--- src/fmps_pkg.sv ---
package fmps_pkg;

  localparam int ADDR_WIDTH_DEF  = 12;
  localparam int TIMER_WIDTH_DEF = 14;
  localparam int CFG_IDX_W       = 3;
  localparam int CFG_DATA_W      = 14;
  localparam int SIZE_W          = 13;
  localparam int NUM_TIMERS      = 7;
  localparam int ADDR_OUT_W      = 12;
  localparam int CMP_W           = 17;

  typedef enum logic [CFG_IDX_W-1:0] {
    CFG_SETUP  = 3'd0,
    CFG_SHORT  = 3'd1,
    CFG_VPP    = 3'd2,
    CFG_PULSE  = 3'd3,
    CFG_PWAIT  = 3'd4,
    CFG_EPULSE = 3'd5,
    CFG_EWAIT  = 3'd6,
    CFG_SIZE   = 3'd7
  } cfg_idx_t;

  localparam logic [CFG_DATA_W-1:0] TIMER_RESET [NUM_TIMERS] = '{
    14'd50, 14'd1, 14'd100, 14'd10, 14'd100, 14'd150, 14'd10000
  };
  localparam logic [SIZE_W-1:0] SIZE_RESET = 13'd2048;

  typedef enum logic [2:0] {
    FN_TICK   = 3'd0,
    FN_READ   = 3'd1,
    FN_ERASE  = 3'd2,
    FN_PROG   = 3'd3,
    FN_FINISH = 3'd4
  } func_t;

  typedef enum logic [2:0] {
    ST_NONE     = 3'd0,
    ST_MISMATCH = 3'd1,
    ST_OVERSIZE = 3'd2,
    ST_REFUSED  = 3'd3,
    ST_DONE     = 3'd4
  } status_t;

  typedef enum logic [4:0] {
    PH_IDLE     = 5'd0,
    PH_R_RESET  = 5'd1,
    PH_R_MODE   = 5'd2,
    PH_R_CLKH   = 5'd3,
    PH_R_CLKL   = 5'd4,
    PH_E_RESET  = 5'd5,
    PH_E_MODE   = 5'd6,
    PH_E_VPP    = 5'd7,
    PH_E_PULSE  = 5'd8,
    PH_E_WAIT   = 5'd9,
    PH_W_RESET  = 5'd10,
    PH_W_5V     = 5'd11,
    PH_W_DATA   = 5'd12,
    PH_W_VPP    = 5'd13,
    PH_W_PULSE  = 5'd14,
    PH_W_PWAIT  = 5'd15,
    PH_W_READ   = 5'd16,
    PH_W_TURN   = 5'd17,
    PH_W_TURN2  = 5'd18,
    PH_W_CLKH   = 5'd19,
    PH_W_CLKL   = 5'd20
  } phase_t;

  localparam logic [7:0] PB_POWER_OFF = 8'h03;
  localparam logic [7:0] PB_READ_MODE = 8'hA6;
  localparam logic [7:0] PB_WRITE_5V  = 8'hB6;
  localparam logic [7:0] PB_WRITE_12V = 8'hB4;
  localparam logic [7:0] PB_ERASE_5V  = 8'h0E;
  localparam logic [7:0] PB_ERASE_12V = 8'h0C;
  localparam logic [7:0] PB_CLOCK     = 8'h40;
  localparam logic [7:0] PB_STROBE    = 8'h04;

  typedef struct packed {
    logic [7:0] ctrl;
    logic [7:0] data;
    logic       drive;
    logic       session;
    logic [7:0] pbyte;
  } pins_t;

  typedef struct packed {
    logic          rvalid;
    logic [7:0]    rdata;
    status_t       status;
  } res_t;

endpackage

--- src/fmps_cfg.sv ---
module fmps_cfg #(
  parameter int TIMER_WIDTH = fmps_pkg::TIMER_WIDTH_DEF
) (
  input  logic                               clk,
  input  logic                               rst_n,
  input  logic                               cfg_we,
  input  logic [fmps_pkg::CFG_IDX_W-1:0]     cfg_index,
  input  logic [fmps_pkg::CFG_DATA_W-1:0]    cfg_wdata,
  output logic [TIMER_WIDTH-1:0]             ld [fmps_pkg::NUM_TIMERS],
  output logic [fmps_pkg::SIZE_W-1:0]        size
);
  import fmps_pkg::*;

  localparam int WIDE_W = CFG_DATA_W + TIMER_WIDTH + 1;
  localparam logic [WIDE_W-1:0] TMAX = WIDE_W'((64'd1 << TIMER_WIDTH) - 64'd1);

  logic [CFG_DATA_W-1:0] cfg_r [NUM_TIMERS];
  logic [SIZE_W-1:0]     size_r;

  always_ff @(posedge clk) begin
    if (!rst_n) begin
      cfg_r  <= TIMER_RESET;
      size_r <= SIZE_RESET;
    end else if (cfg_we) begin
      case (cfg_idx_t'(cfg_index))
        CFG_SETUP, CFG_SHORT, CFG_VPP, CFG_PULSE, CFG_PWAIT, CFG_EPULSE, CFG_EWAIT: begin
          cfg_r[cfg_index] <= cfg_wdata;
        end
        CFG_SIZE: begin
          size_r <= cfg_wdata[SIZE_W-1:0];
        end
        default: begin
          size_r <= size_r;
        end
      endcase
    end
  end

  // saturate to the timer range, treat zero as one tick
  always_comb begin
    for (int i = 0; i < NUM_TIMERS; i++) begin
      if (cfg_r[i] == '0) begin
        ld[i] = TIMER_WIDTH'(1);
      end else if (WIDE_W'(cfg_r[i]) > TMAX) begin
        ld[i] = TMAX[TIMER_WIDTH-1:0];
      end else begin
        ld[i] = TIMER_WIDTH'(cfg_r[i]);
      end
    end
  end

  assign size = size_r;

endmodule

--- src/fmps_step.sv ---
module fmps_step #(
  parameter int ADDR_WIDTH  = fmps_pkg::ADDR_WIDTH_DEF,
  parameter int TIMER_WIDTH = fmps_pkg::TIMER_WIDTH_DEF
) (
  input  fmps_pkg::phase_t                phase,
  input  logic [TIMER_WIDTH-1:0]          timer,
  input  logic [ADDR_WIDTH-1:0]           addr,
  input  fmps_pkg::pins_t                 pins,
  input  logic [2:0]                      func,
  input  logic [7:0]                      wbyte,
  input  logic [7:0]                      pa,
  input  logic [TIMER_WIDTH-1:0]          ld [fmps_pkg::NUM_TIMERS],
  input  logic [fmps_pkg::SIZE_W-1:0]     size,
  output fmps_pkg::phase_t                phase_nxt,
  output logic [TIMER_WIDTH-1:0]          timer_nxt,
  output logic [ADDR_WIDTH-1:0]           addr_nxt,
  output fmps_pkg::pins_t                 pins_nxt,
  output fmps_pkg::res_t                  res
);
  import fmps_pkg::*;

  logic                  is_cmd;
  logic [ADDR_WIDTH-1:0] addr_inc;
  logic [ADDR_WIDTH-1:0] prog_addr;
  logic                  at_size;
  logic                  inc_at_size;
  logic                  prog_over;

  assign is_cmd      = (func == FN_READ) || (func == FN_ERASE) ||
                       (func == FN_PROG) || (func == FN_FINISH);
  assign addr_inc    = addr + ADDR_WIDTH'(1);
  assign prog_addr   = pins.session ? addr : '0;
  assign at_size     = CMP_W'(addr) >= CMP_W'(size);
  assign inc_at_size = CMP_W'(addr_inc) >= CMP_W'(size);
  assign prog_over   = CMP_W'(prog_addr) >= CMP_W'(size);

  always_comb begin
    phase_nxt  = phase;
    timer_nxt  = timer;
    addr_nxt   = addr;
    pins_nxt   = pins;
    res.rvalid = 1'b0;
    res.rdata  = '0;
    res.status = ST_NONE;

    if (!is_cmd) begin
      if (phase != PH_IDLE) begin
        if (timer > TIMER_WIDTH'(1)) begin
          timer_nxt = timer - TIMER_WIDTH'(1);
        end else begin
          case (phase)
            PH_R_RESET: begin
              pins_nxt.ctrl = PB_READ_MODE;
              phase_nxt = PH_R_MODE;  timer_nxt = ld[CFG_SETUP];
            end
            PH_R_MODE: begin
              if (at_size) begin
                pins_nxt.ctrl = PB_POWER_OFF;
                phase_nxt = PH_IDLE;  timer_nxt = '0;  res.status = ST_DONE;
              end else begin
                res.rvalid = 1'b1;  res.rdata = pa;
                pins_nxt.ctrl = pins.ctrl | PB_CLOCK;
                phase_nxt = PH_R_CLKH;  timer_nxt = ld[CFG_PULSE];
              end
            end
            PH_R_CLKH: begin
              pins_nxt.ctrl = pins.ctrl & ~PB_CLOCK;
              phase_nxt = PH_R_CLKL;  timer_nxt = ld[CFG_PULSE];
            end
            PH_R_CLKL: begin
              addr_nxt = addr_inc;
              if (addr_inc == '0 || inc_at_size) begin
                pins_nxt.ctrl = PB_POWER_OFF;
                phase_nxt = PH_IDLE;  timer_nxt = '0;  res.status = ST_DONE;
              end else begin
                res.rvalid = 1'b1;  res.rdata = pa;
                pins_nxt.ctrl = pins.ctrl | PB_CLOCK;
                phase_nxt = PH_R_CLKH;  timer_nxt = ld[CFG_PULSE];
              end
            end
            PH_E_RESET: begin
              pins_nxt.ctrl = PB_ERASE_5V;
              phase_nxt = PH_E_MODE;  timer_nxt = ld[CFG_SETUP];
            end
            PH_E_MODE: begin
              pins_nxt.ctrl = PB_ERASE_12V;
              phase_nxt = PH_E_VPP;  timer_nxt = ld[CFG_PULSE];
            end
            PH_E_VPP: begin
              pins_nxt.ctrl = pins.ctrl & ~PB_STROBE;
              phase_nxt = PH_E_PULSE;  timer_nxt = ld[CFG_EPULSE];
            end
            PH_E_PULSE: begin
              pins_nxt.ctrl = pins.ctrl | PB_STROBE;
              phase_nxt = PH_E_WAIT;  timer_nxt = ld[CFG_EWAIT];
            end
            PH_E_WAIT: begin
              pins_nxt.ctrl = PB_POWER_OFF;
              phase_nxt = PH_IDLE;  timer_nxt = '0;  res.status = ST_DONE;
            end
            PH_W_RESET: begin
              pins_nxt.ctrl = PB_WRITE_5V;
              phase_nxt = PH_W_5V;  timer_nxt = ld[CFG_SHORT];
            end
            PH_W_5V: begin
              pins_nxt.data = pins.pbyte;  pins_nxt.drive = 1'b1;
              phase_nxt = PH_W_DATA;  timer_nxt = ld[CFG_SHORT];
            end
            PH_W_DATA: begin
              pins_nxt.ctrl = PB_WRITE_12V;
              phase_nxt = PH_W_VPP;  timer_nxt = ld[CFG_VPP];
            end
            PH_W_VPP: begin
              pins_nxt.ctrl = pins.ctrl & ~PB_STROBE;
              phase_nxt = PH_W_PULSE;  timer_nxt = ld[CFG_PULSE];
            end
            PH_W_PULSE: begin
              pins_nxt.ctrl = pins.ctrl | PB_STROBE;
              phase_nxt = PH_W_PWAIT;  timer_nxt = ld[CFG_PWAIT];
            end
            PH_W_PWAIT: begin
              pins_nxt.ctrl = PB_READ_MODE;
              phase_nxt = PH_W_READ;  timer_nxt = ld[CFG_SHORT];
            end
            PH_W_READ: begin
              pins_nxt.drive = 1'b0;
              phase_nxt = PH_W_TURN;  timer_nxt = ld[CFG_PULSE];
            end
            PH_W_TURN: begin
              if (pa != pins.pbyte) begin
                res.rvalid = 1'b1;  res.rdata = pa;
                pins_nxt.ctrl = PB_POWER_OFF;  pins_nxt.session = 1'b0;
                phase_nxt = PH_IDLE;  timer_nxt = '0;  res.status = ST_MISMATCH;
              end else begin
                pins_nxt.drive = 1'b1;
                phase_nxt = PH_W_TURN2;  timer_nxt = ld[CFG_PULSE];
              end
            end
            PH_W_TURN2: begin
              pins_nxt.ctrl = pins.ctrl | PB_CLOCK;
              phase_nxt = PH_W_CLKH;  timer_nxt = ld[CFG_PULSE];
            end
            PH_W_CLKH: begin
              pins_nxt.ctrl = pins.ctrl & ~PB_CLOCK;
              phase_nxt = PH_W_CLKL;  timer_nxt = ld[CFG_PULSE];
            end
            PH_W_CLKL: begin
              addr_nxt = addr_inc;
              phase_nxt = PH_IDLE;  timer_nxt = '0;  res.status = ST_DONE;
            end
            default: begin
              phase_nxt = PH_IDLE;  timer_nxt = '0;
            end
          endcase
        end
      end
    end else if (phase != PH_IDLE) begin
      res.status = ST_REFUSED;
    end else begin
      case (func_t'(func))
        FN_READ, FN_ERASE: begin
          pins_nxt.ctrl = '0;  pins_nxt.drive = 1'b0;  pins_nxt.session = 1'b0;
          addr_nxt = '0;
          phase_nxt = (func == FN_READ) ? PH_R_RESET : PH_E_RESET;
          timer_nxt = ld[CFG_SETUP];
        end
        FN_PROG: begin
          if (prog_over) begin
            res.status = ST_OVERSIZE;
          end else begin
            pins_nxt.pbyte = wbyte;
            if (!pins.session) begin
              pins_nxt.ctrl = '0;  pins_nxt.drive = 1'b0;  pins_nxt.session = 1'b1;
              addr_nxt = '0;
              phase_nxt = PH_W_RESET;  timer_nxt = ld[CFG_SETUP];
            end else begin
              pins_nxt.ctrl = PB_WRITE_5V;
              phase_nxt = PH_W_5V;  timer_nxt = ld[CFG_SHORT];
            end
          end
        end
        default: begin
          pins_nxt.ctrl = PB_POWER_OFF;  pins_nxt.drive = 1'b0;  pins_nxt.session = 1'b0;
          res.status = ST_DONE;
        end
      endcase
    end
  end

endmodule

--- src/flash_mcu_programming_sequencer.sv ---
// Channel   Direction  Handshake           Payload
// in_       input      in_valid/in_stall   func, write_byte, port_a_in
// out_      output     out_valid/out_stall port_b, port_a_out, port_a_drive, busy_res,
//                                          read_valid, read_data, address, status
// cfg_      input      cfg_we              cfg_index, cfg_wdata
//
// An accepted item waits in the input register while the phase/timer update runs,
// then its result lands in the result register.
// One item per cycle while the result is not stalled.
// Synchronous active-low reset: power-off pins, idle phase, default timings.
// A stalled result holds the item in the input register; in_stall rises only then.
module flash_mcu_programming_sequencer #(
  parameter int ADDR_WIDTH  = fmps_pkg::ADDR_WIDTH_DEF,
  parameter int TIMER_WIDTH = fmps_pkg::TIMER_WIDTH_DEF
) (
  input  logic                            clk,
  input  logic                            rst_n,
  input  logic                            in_valid,
  output logic                            in_stall,
  input  logic [2:0]                      in_func,
  input  logic [7:0]                      in_write_byte,
  input  logic [7:0]                      in_port_a_in,
  output logic                            out_valid,
  input  logic                            out_stall,
  output logic [7:0]                      out_port_b,
  output logic [7:0]                      out_port_a_out,
  output logic                            out_port_a_drive,
  output logic                            out_busy_res,
  output logic                            out_read_valid,
  output logic [7:0]                      out_read_data,
  output logic [fmps_pkg::ADDR_OUT_W-1:0] out_address,
  output logic [2:0]                      out_status,
  input  logic                            cfg_we,
  input  logic [fmps_pkg::CFG_IDX_W-1:0]  cfg_index,
  input  logic [fmps_pkg::CFG_DATA_W-1:0] cfg_wdata
);
  import fmps_pkg::*;

  logic [TIMER_WIDTH-1:0] ld [NUM_TIMERS];
  logic [SIZE_W-1:0]      size;

  logic       in_valid_r;
  logic [2:0] func_r;
  logic [7:0] wbyte_r;
  logic [7:0] pa_r;
  logic       adv;

  phase_t                 phase_r, phase_nxt;
  logic [TIMER_WIDTH-1:0] timer_r, timer_nxt;
  logic [ADDR_WIDTH-1:0]  addr_r, addr_nxt;
  pins_t                  pins_r, pins_nxt;
  res_t                   res;

  logic                          out_valid_r;
  logic [7:0]                    port_b_r;
  logic [7:0]                    port_a_out_r;
  logic                          port_a_drive_r;
  logic                          busy_r;
  logic                          read_valid_r;
  logic [7:0]                    read_data_r;
  logic [ADDR_OUT_W-1:0]         address_r;
  logic [2:0]                    status_r;

  fmps_cfg #(.TIMER_WIDTH(TIMER_WIDTH)) u_cfg (
    .clk       (clk),
    .rst_n     (rst_n),
    .cfg_we    (cfg_we),
    .cfg_index (cfg_index),
    .cfg_wdata (cfg_wdata),
    .ld        (ld),
    .size      (size)
  );

  fmps_step #(.ADDR_WIDTH(ADDR_WIDTH), .TIMER_WIDTH(TIMER_WIDTH)) u_step (
    .phase     (phase_r),
    .timer     (timer_r),
    .addr      (addr_r),
    .pins      (pins_r),
    .func      (func_r),
    .wbyte     (wbyte_r),
    .pa        (pa_r),
    .ld        (ld),
    .size      (size),
    .phase_nxt (phase_nxt),
    .timer_nxt (timer_nxt),
    .addr_nxt  (addr_nxt),
    .pins_nxt  (pins_nxt),
    .res       (res)
  );

  assign adv      = in_valid_r && (!out_valid_r || !out_stall);
  assign in_stall = in_valid_r && out_valid_r && out_stall;

  always_ff @(posedge clk) begin
    if (!rst_n) begin
      in_valid_r <= 1'b0;
    end else if (!in_stall) begin
      in_valid_r <= in_valid;
    end
  end

  always_ff @(posedge clk) begin
    if (in_valid && !in_stall) begin
      func_r  <= in_func;
      wbyte_r <= in_write_byte;
      pa_r    <= in_port_a_in;
    end
  end

  always_ff @(posedge clk) begin
    if (!rst_n) begin
      phase_r <= PH_IDLE;
      timer_r <= '0;
      addr_r  <= '0;
      pins_r  <= '{ctrl: PB_POWER_OFF, data: 8'h00, drive: 1'b0, session: 1'b0,
                   pbyte: 8'h00};
    end else if (adv) begin
      phase_r <= phase_nxt;
      timer_r <= timer_nxt;
      addr_r  <= addr_nxt;
      pins_r  <= pins_nxt;
    end
  end

  always_ff @(posedge clk) begin
    if (!rst_n) begin
      out_valid_r <= 1'b0;
    end else if (adv) begin
      out_valid_r <= 1'b1;
    end else if (!out_stall) begin
      out_valid_r <= 1'b0;
    end
  end

  always_ff @(posedge clk) begin
    if (adv) begin
      port_b_r       <= pins_nxt.ctrl;
      port_a_out_r   <= pins_nxt.data;
      port_a_drive_r <= pins_nxt.drive;
      busy_r         <= (phase_nxt != PH_IDLE);
      read_valid_r   <= res.rvalid;
      read_data_r    <= res.rdata;
      address_r      <= ADDR_OUT_W'(addr_nxt);
      status_r       <= res.status;
    end
  end

  assign out_valid        = out_valid_r;
  assign out_port_b       = port_b_r;
  assign out_port_a_out   = port_a_out_r;
  assign out_port_a_drive = port_a_drive_r;
  assign out_busy_res     = busy_r;
  assign out_read_valid   = read_valid_r;
  assign out_read_data    = read_data_r;
  assign out_address      = address_r;
  assign out_status       = status_r;

endmodule

--- config.mk ---
export PLATFORM = sky130hd
export DESIGN_NAME = flash_mcu_programming_sequencer
export DESIGN_NICKNAME = d
export VERILOG_FILES = /design/src/fmps_pkg.sv /design/src/fmps_cfg.sv /design/src/fmps_step.sv /design/src/flash_mcu_programming_sequencer.sv
export SDC_FILE = /design/constraint.sdc
export NUM_CORES = 1
export LEC_CHECK = 0
export ABC_AREA = 1
export BUFFER_PORTS_ARGS = -buffer_cell sky130_fd_sc_hd__buf_4
export CORE_MARGIN = 2
export CORE_UTILIZATION = 30
export DETAILED_ROUTE_END_ITERATION = 10
export GPL_TIMING_DRIVEN = 0
export PLACE_DENSITY_LB_ADDON = 0.15
export SLEW_MARGIN = 20
export SYNTH_ARGS = -nofsm -noshare
export SYNTH_HDL_FRONTEND = slang
export SYNTH_HIERARCHICAL = 1
export SYNTH_SLANG_ARGS = --single-unit
--- constraint.sdc ---
create_clock -name clk -period 3.6 [get_ports clk]
set_input_delay 1.08 -clock clk [delete_from_list [all_inputs] [get_ports clk]]
set_output_delay 1.08 -clock clk [all_outputs]
set_load 0.02 [all_outputs]
Yosys cells after proc, flatten, opt, wreduce, memory -nomap -nowiden:

Index checks and enable logic that the tools add are counted.

* logic and storage cells: 200
* output and inout bits: 44
* bits in registers: 231
* input bits: 41

* reduce and logical (&&, ||, !) cells: 45
* muxes and demuxes: 79
* $add $sub $neg: 2
* equal/unequal tests: 36
* $lt $le $gt $ge: 6
* bitwise operators: 3

Operators by type and width (count)
* 2-to-1 mux 14 bit: 17
* one-hot mux 14 bit (10 select lines): 1
* one-hot mux 8 bit (13 select lines): 1
* bitwise mux 98 bit: 1
* zero test 14 bit: 7
* 2-to-1 mux 12 bit: 8
* one-hot mux 5 bit (18 select lines): 1
* 2-to-1 mux 8 bit: 10
* demux 14 bit (select 3 bit): 1
* equality test 5 x 4 -> 1 bit, second input constant: 8
* greater-or-equal comparator 12 x 13 -> 1 bit: 3
* 2-to-1 mux 18 bit: 2
* 2-to-1 mux 5 bit: 6
* one-hot mux 14 bit (2 select lines): 1
* one-hot mux 9 bit (3 select lines): 1
* equality test 5 bit, second input constant: 5
* one-hot mux 12 bit (2 select lines): 1
* 2-to-1 mux 3 bit: 7
* equality test 5 x 3 -> 1 bit, second input constant: 4
* 2-to-1 mux 10 bit: 2
* 2-to-1 mux 9 bit: 2
* one-hot mux 8 bit (2 select lines): 1
* OR reduction 2 bit: 8
* equality test 3 bit, second input constant: 5
* other kinds (35): 68

Longest topological paths before layout:

* depth in word-level cells: 9
* depth in mapped cells: 26
* depth with buffers taken out: 25

Cells and area by module:

Netlist, hierarchy kept.

Modules (own cells, without submodules)
* fmps_step: instances 1, area each 5580.4 um^2, seq. area each 0.0 um^2, cells an instance 1146
* fmps_cfg: instances 1, area each 5078.6 um^2, seq. area each 2222.1 um^2, cells an instance 810
* flash_mcu_programming_sequencer: instances 1, area each 4456.8 um^2, seq. area each 3012.9 um^2, cells an instance 445

Least setup slack after synthesis:

OpenSTA, ideal clock, no wires.

* path type: register to register
* start point: register addr_r[0]
* end point: register pins_r[24] (netlist name)
* clock period less this slack: 3.104 ns
* data arrival time: 3.040 ns
* required time: 3.536 ns
* cell stages (with the launch flop): 25
* setup time: 0.064 ns
* path slack: 0.496 ns
* buffers on the path: 1
* cells stage by stage: dfxtp_1 > ha_1 > nand2_4 > nor2_4 > nand3_2 > xor2_1 > ha_1 > nand2_1 > nand2_1 > nand3_1 > nand2_1 > a21oi_1 > nand2_1 > nor2_1 > nand3_4 > buf_6 > nand3_1 > nand2_1 > nand2_1 > nand2_1 > nand2_1 > inv_1 > nand3_1 > nand2_1 > nor2_1

RTL lines
* from (decl): RTL line flash_mcu_programming_sequencer.sv:50 `logic [ADDR_WIDTH-1:0] addr_r, addr_nxt;`
* from (signal assigned): RTL line flash_mcu_programming_sequencer.sv:120 `addr_r <= addr_nxt;`
* to (signal assigned): RTL line flash_mcu_programming_sequencer.sv:115 `pins_r <= '{ctrl: PB_POWER_OFF, data: 8'h00, drive: 1'b0, session: 1'b0,`
* to (signal assigned): RTL line flash_mcu_programming_sequencer.sv:121 `pins_r <= pins_nxt;`
* to (decl): RTL line flash_mcu_programming_sequencer.sv:51 `pins_t pins_r, pins_nxt;`

Worst setup path in the final report:

* start point: register pins_r[8] (netlist name)
* end point: register addr_r[9]

* cells in the longest elaborated chain, start to end: 6

Ends and longest elaborated chain
* 2-to-1 mux 12 bit (*): RTL line fmps_step.sv:32, fmps_step.sv:172
* greater-or-equal comparator 12 x 13 -> 1 bit: RTL line fmps_step.sv:35 `assign prog_over = CMP_W'(prog_addr) >= CMP_W'(size);`
* 2-to-1 mux 12 bit (*): RTL line fmps_step.sv:168 `if (prog_over) begin`
* one-hot mux 12 bit (2 select lines) (*): RTL line fmps_step.sv:160 `case (func_t'(func))`
* 2-to-1 mux 12 bit (*): RTL line fmps_step.sv:157 `end else if (phase != PH_IDLE) begin`
* 2-to-1 mux 12 bit (*): RTL line fmps_step.sv:46 `if (!is_cmd) begin`
* named net addr_nxt[9]: RTL line flash_mcu_programming_sequencer.sv:50

The timed path passes the listed nets; every way through them passes the cells marked *.
A chain may end at the register's enable or synchronous reset.

==> flow_metrics.py <==
metrics = {
    "synthesis": {
        "synth_async_sr_flop_share": 0,
        "ys_seq_area_frac": 0.346,
        "ys_top_cells_by_area": "dfxtp_1 (23%), nand2_1 (18%), edfxtp_1 (12%), nor2_1 (9.4%), nand3_1 (8.3%)",
        "ys_ff_latch": 231,
        "synth_common_cells": "nand2_1 (717), nor2_1 (377), nand3_1 (250)",
        "synth_largest_area_cell": "dfxtp_1",
        "synth_flop_cell": "dfxtp_1",
        "yosys.cell_types.count": 46,
        "synthCells": 2401,
        "synth_edf_count": 61,
        "synth_xor_area_frac": 0.00811,
        "synth-simple-area-share": 0.408,
        "netlist.area_leader.share": 0.225,
        "avgSynthCellArea_sq_um": 6.30,
        "synth.cell_area_sq_um": 15100,
        "ys_warn_count": 6,
        "syn_nets": 2481,
        "synthMuxAreaShare": 0.0119,
        "synth_compound_area_frac": 0.0815,
        "post-synth-top-count-cell": "nand2_1",
        "synthAdderAreaFrac": 0.0323,
        "synth_top_family_by_area": "simple AND/OR/NAND/NOR gates",
    },
    "detailed_routing": {
        "firstDrtPassIters": 5,
        "antenna_left": 0,
        "wirelength_mm": 58.3,
        "drt_iter0_drc": 1170,
        "vias_per_cell": 4.83,
        "wl_per_cell_um": 18.1,
        "drc": 0,
        "num_vias": 15500,
    },
    "cts": {
        "cts_tree": "done",
        "htreeDepth": 1,
        "cts_made_buffers": 28,
        "clock_sinks": 231,
        "clk_pin_slew_ns": 0.06,
        "clk_latency_ns": 0.59,
        "cts.path.max_buffers": 3,
        "cts_root_buffer": "clkbuf_16",
    },
    "worst_setup_path": {
        "end_kind": "flop",
        "worst-path-max-fanout": 10,
        "cp.required_ns": 4.06,
        "arrival_ns": 3.81,
        "start_kind": "flop",
        "crit_type": "flop to flop",
    },
    "sta": {
        "final.setup.tns_ns": 0,
        "hold_viol_final": 0,
        "hold_ws_ns": 0.480,
        "drv_slew": 0,
        "clock-skew-final_ns": 0.0276,
        "slew_headroom": 0.352,
        "setup_viol": 0,
        "worstMarginPinSlew_ns": 0.961,
        "fmax_mhz": 298,
        "min_period_ns": 3.36,
        "fin_crit_sh": 0.933,
    },
    "floorplan": {
        "fp.dieW_um": 228,
        "core_sq_um": 50000,
        "rows": 82,
        "ios": 85,
        "die_h_um": 228,
        "dieArea_sq_um": 52200,
        "start_util": 0.303,
    },
    "grt": {
        "grt_pass1_wl_mm": 88.7,
        "antenna_found_initial": 1,
        "gr-usage-all-layers": 0.219,
        "grt_max_degree": 28,
        "grt.overflow.total": 0,
        "first_global_vias": 14600,
    },
    "power_and_ir_drop": {
        "p_leak_nw": 8.23,
        "vdd_drop_max_mv": 0.334,
        "power_density_nw_per_um2": 427,
    },
    "placed_design": {
        "dp_hpwl_mm": 46.2,
        "place.gp.congestion": 0.924,
        "io_buffer_count": 83,
    },
    "final_layout": {
        "nNetsFinal": 2599,
        "fill_cells": 5593,
        "final_layout_size_suffix_gt1_frac": 0.119,
        "syn_to_final_growth_pct": 16.9,
    },
    "run": {
        "cap_violations": 0,
    },
    "status": {
        "outcome": "finished clean",
    },
    "worst_hold_path": {
        "hold_path.class": "flop to flop",
    },
}
[power by group]
| part | internal [mW] | switching, mW |
|---|---|---|
| sequential | 2.81 | 0.146 |
| clock | 1.81 | 1.19 |
| combinational | 0.525 | 1.07 |
| total | 5.15 | 2.40 |
[placed cells by master, fill, tap and decap left out, types with 13 or more instances in the layout]
cell and instances:
edfxtp_1 61, nand2_1 717, a21oi_1 142, xor2_1 13
inv_1 193, dfxtp_1 162, buf_4 96, nand4_1 48
buf_2 57, nor2_1 374, nand3_1 250, inv_2 20
clkbuf_1 123, clkbuf_16 28, o21ai_0 50, nor2_2 24
ha_1 38
[final cells by class]
type	count	area, sq um	share of cell area
well taps	672	841	0.0476
inverters	216	811	0.0459
clock buffers	42	793	0.0449
multi-input cells	1756	8220	0.466
repair buffers	88	673	0.0381
flip-flops and latches	231	5250	0.297
clock inverters	10	174	0.00985
diodes	1	2.50	0.000142
plain buffers	198	896	0.0507
[registers in the layout (all words and copies together), names as in the netlist, 3 cells and up]
name and cells:
addr_r 12, func_r 3, out_address 12, out_port_a_out 8
out_port_b 8, out_read_data 8, out_status 3, pa_r 8
phase_r 5, pins_r 26, timer_r 14, u_cfg/cfg_r 98
u_cfg/size 13, wbyte_r 8
[cell families after synthesis]
logic type	Yosys count
AOI/OAI and AO/OA	228
xor gates and xnor gates	14
adders and majority gates	39
buffers and inverters	414
DFF	231
muxes	16
and+or+nand+nor	1459
[path summary, 6_finish.rpt]
kind	startpoint	endpoint	slack, ns	depth (start not counted)
setup / recovery	pins_r[8]	addr_r[9]	0.24	18
hold / removal	pins_r[13]	pins_r[13]	0.48	2
setup reg to reg	pins_r[8]	addr_r[9]	0.24	18
hold reg to reg	pins_r[13]	pins_r[13]	0.48	2
[metrics by stage]
step                cell area [sq um]  total power, mW   util  setup slack (ns)  std cells
floorplan                       15100             4.03      -             0.496       2401
global placement                16600             4.57  0.332            -0.625       3156
detailed placement              16600             4.58  0.332            -0.695       3157
CTS                             17600             7.60  0.352           0.00135       3209
global route                    17700             7.93  0.353           -0.0102       3213
finish                          17700             7.55  0.354             0.241       3214
[layer usage]
layer  vias up  global-route usage  part of all wire  wire length (um)
li1       7855                   -                 -                 -
met1      7155               0.305              0.48             27800
met2       427               0.355              0.45             26200
met3        84              0.0253             0.046              2680
met4         0              0.0660             0.028              1640
met5         -                   0                 0                 0
[what timing repair did]
| action | 4_1_cts | 5_1_grt |
|---|---|---|
| endpoints found under the setup margin | 78 | 40 |
| gates resized for setup | 9 | 16 |
| setup buffers | 0 | 4 |
| pin swaps | 0 | 2 |
| hold buffers | 0 | 0 |
[critical path, stage by stage (launching register included)]
cell	delay, ns
dfxtp_2	0.45
clkbuf_4	0.28
clkbuf_2	0.23
nand2_1	0.07
inv_1	0.06
ha_1	0.25
a21oi_1	0.13
o21ai_0	0.10
o21ai_2	0.30
nand3_4	0.22
o21ai_2	0.25
nand2_1	0.18
buf_2	0.25
nand3_1	0.09
nand2_1	0.11
inv_1	0.07
nand3_1	0.07
nand2_1	0.08
nor2_1	0.04
(Power assumes the default switching activity.)
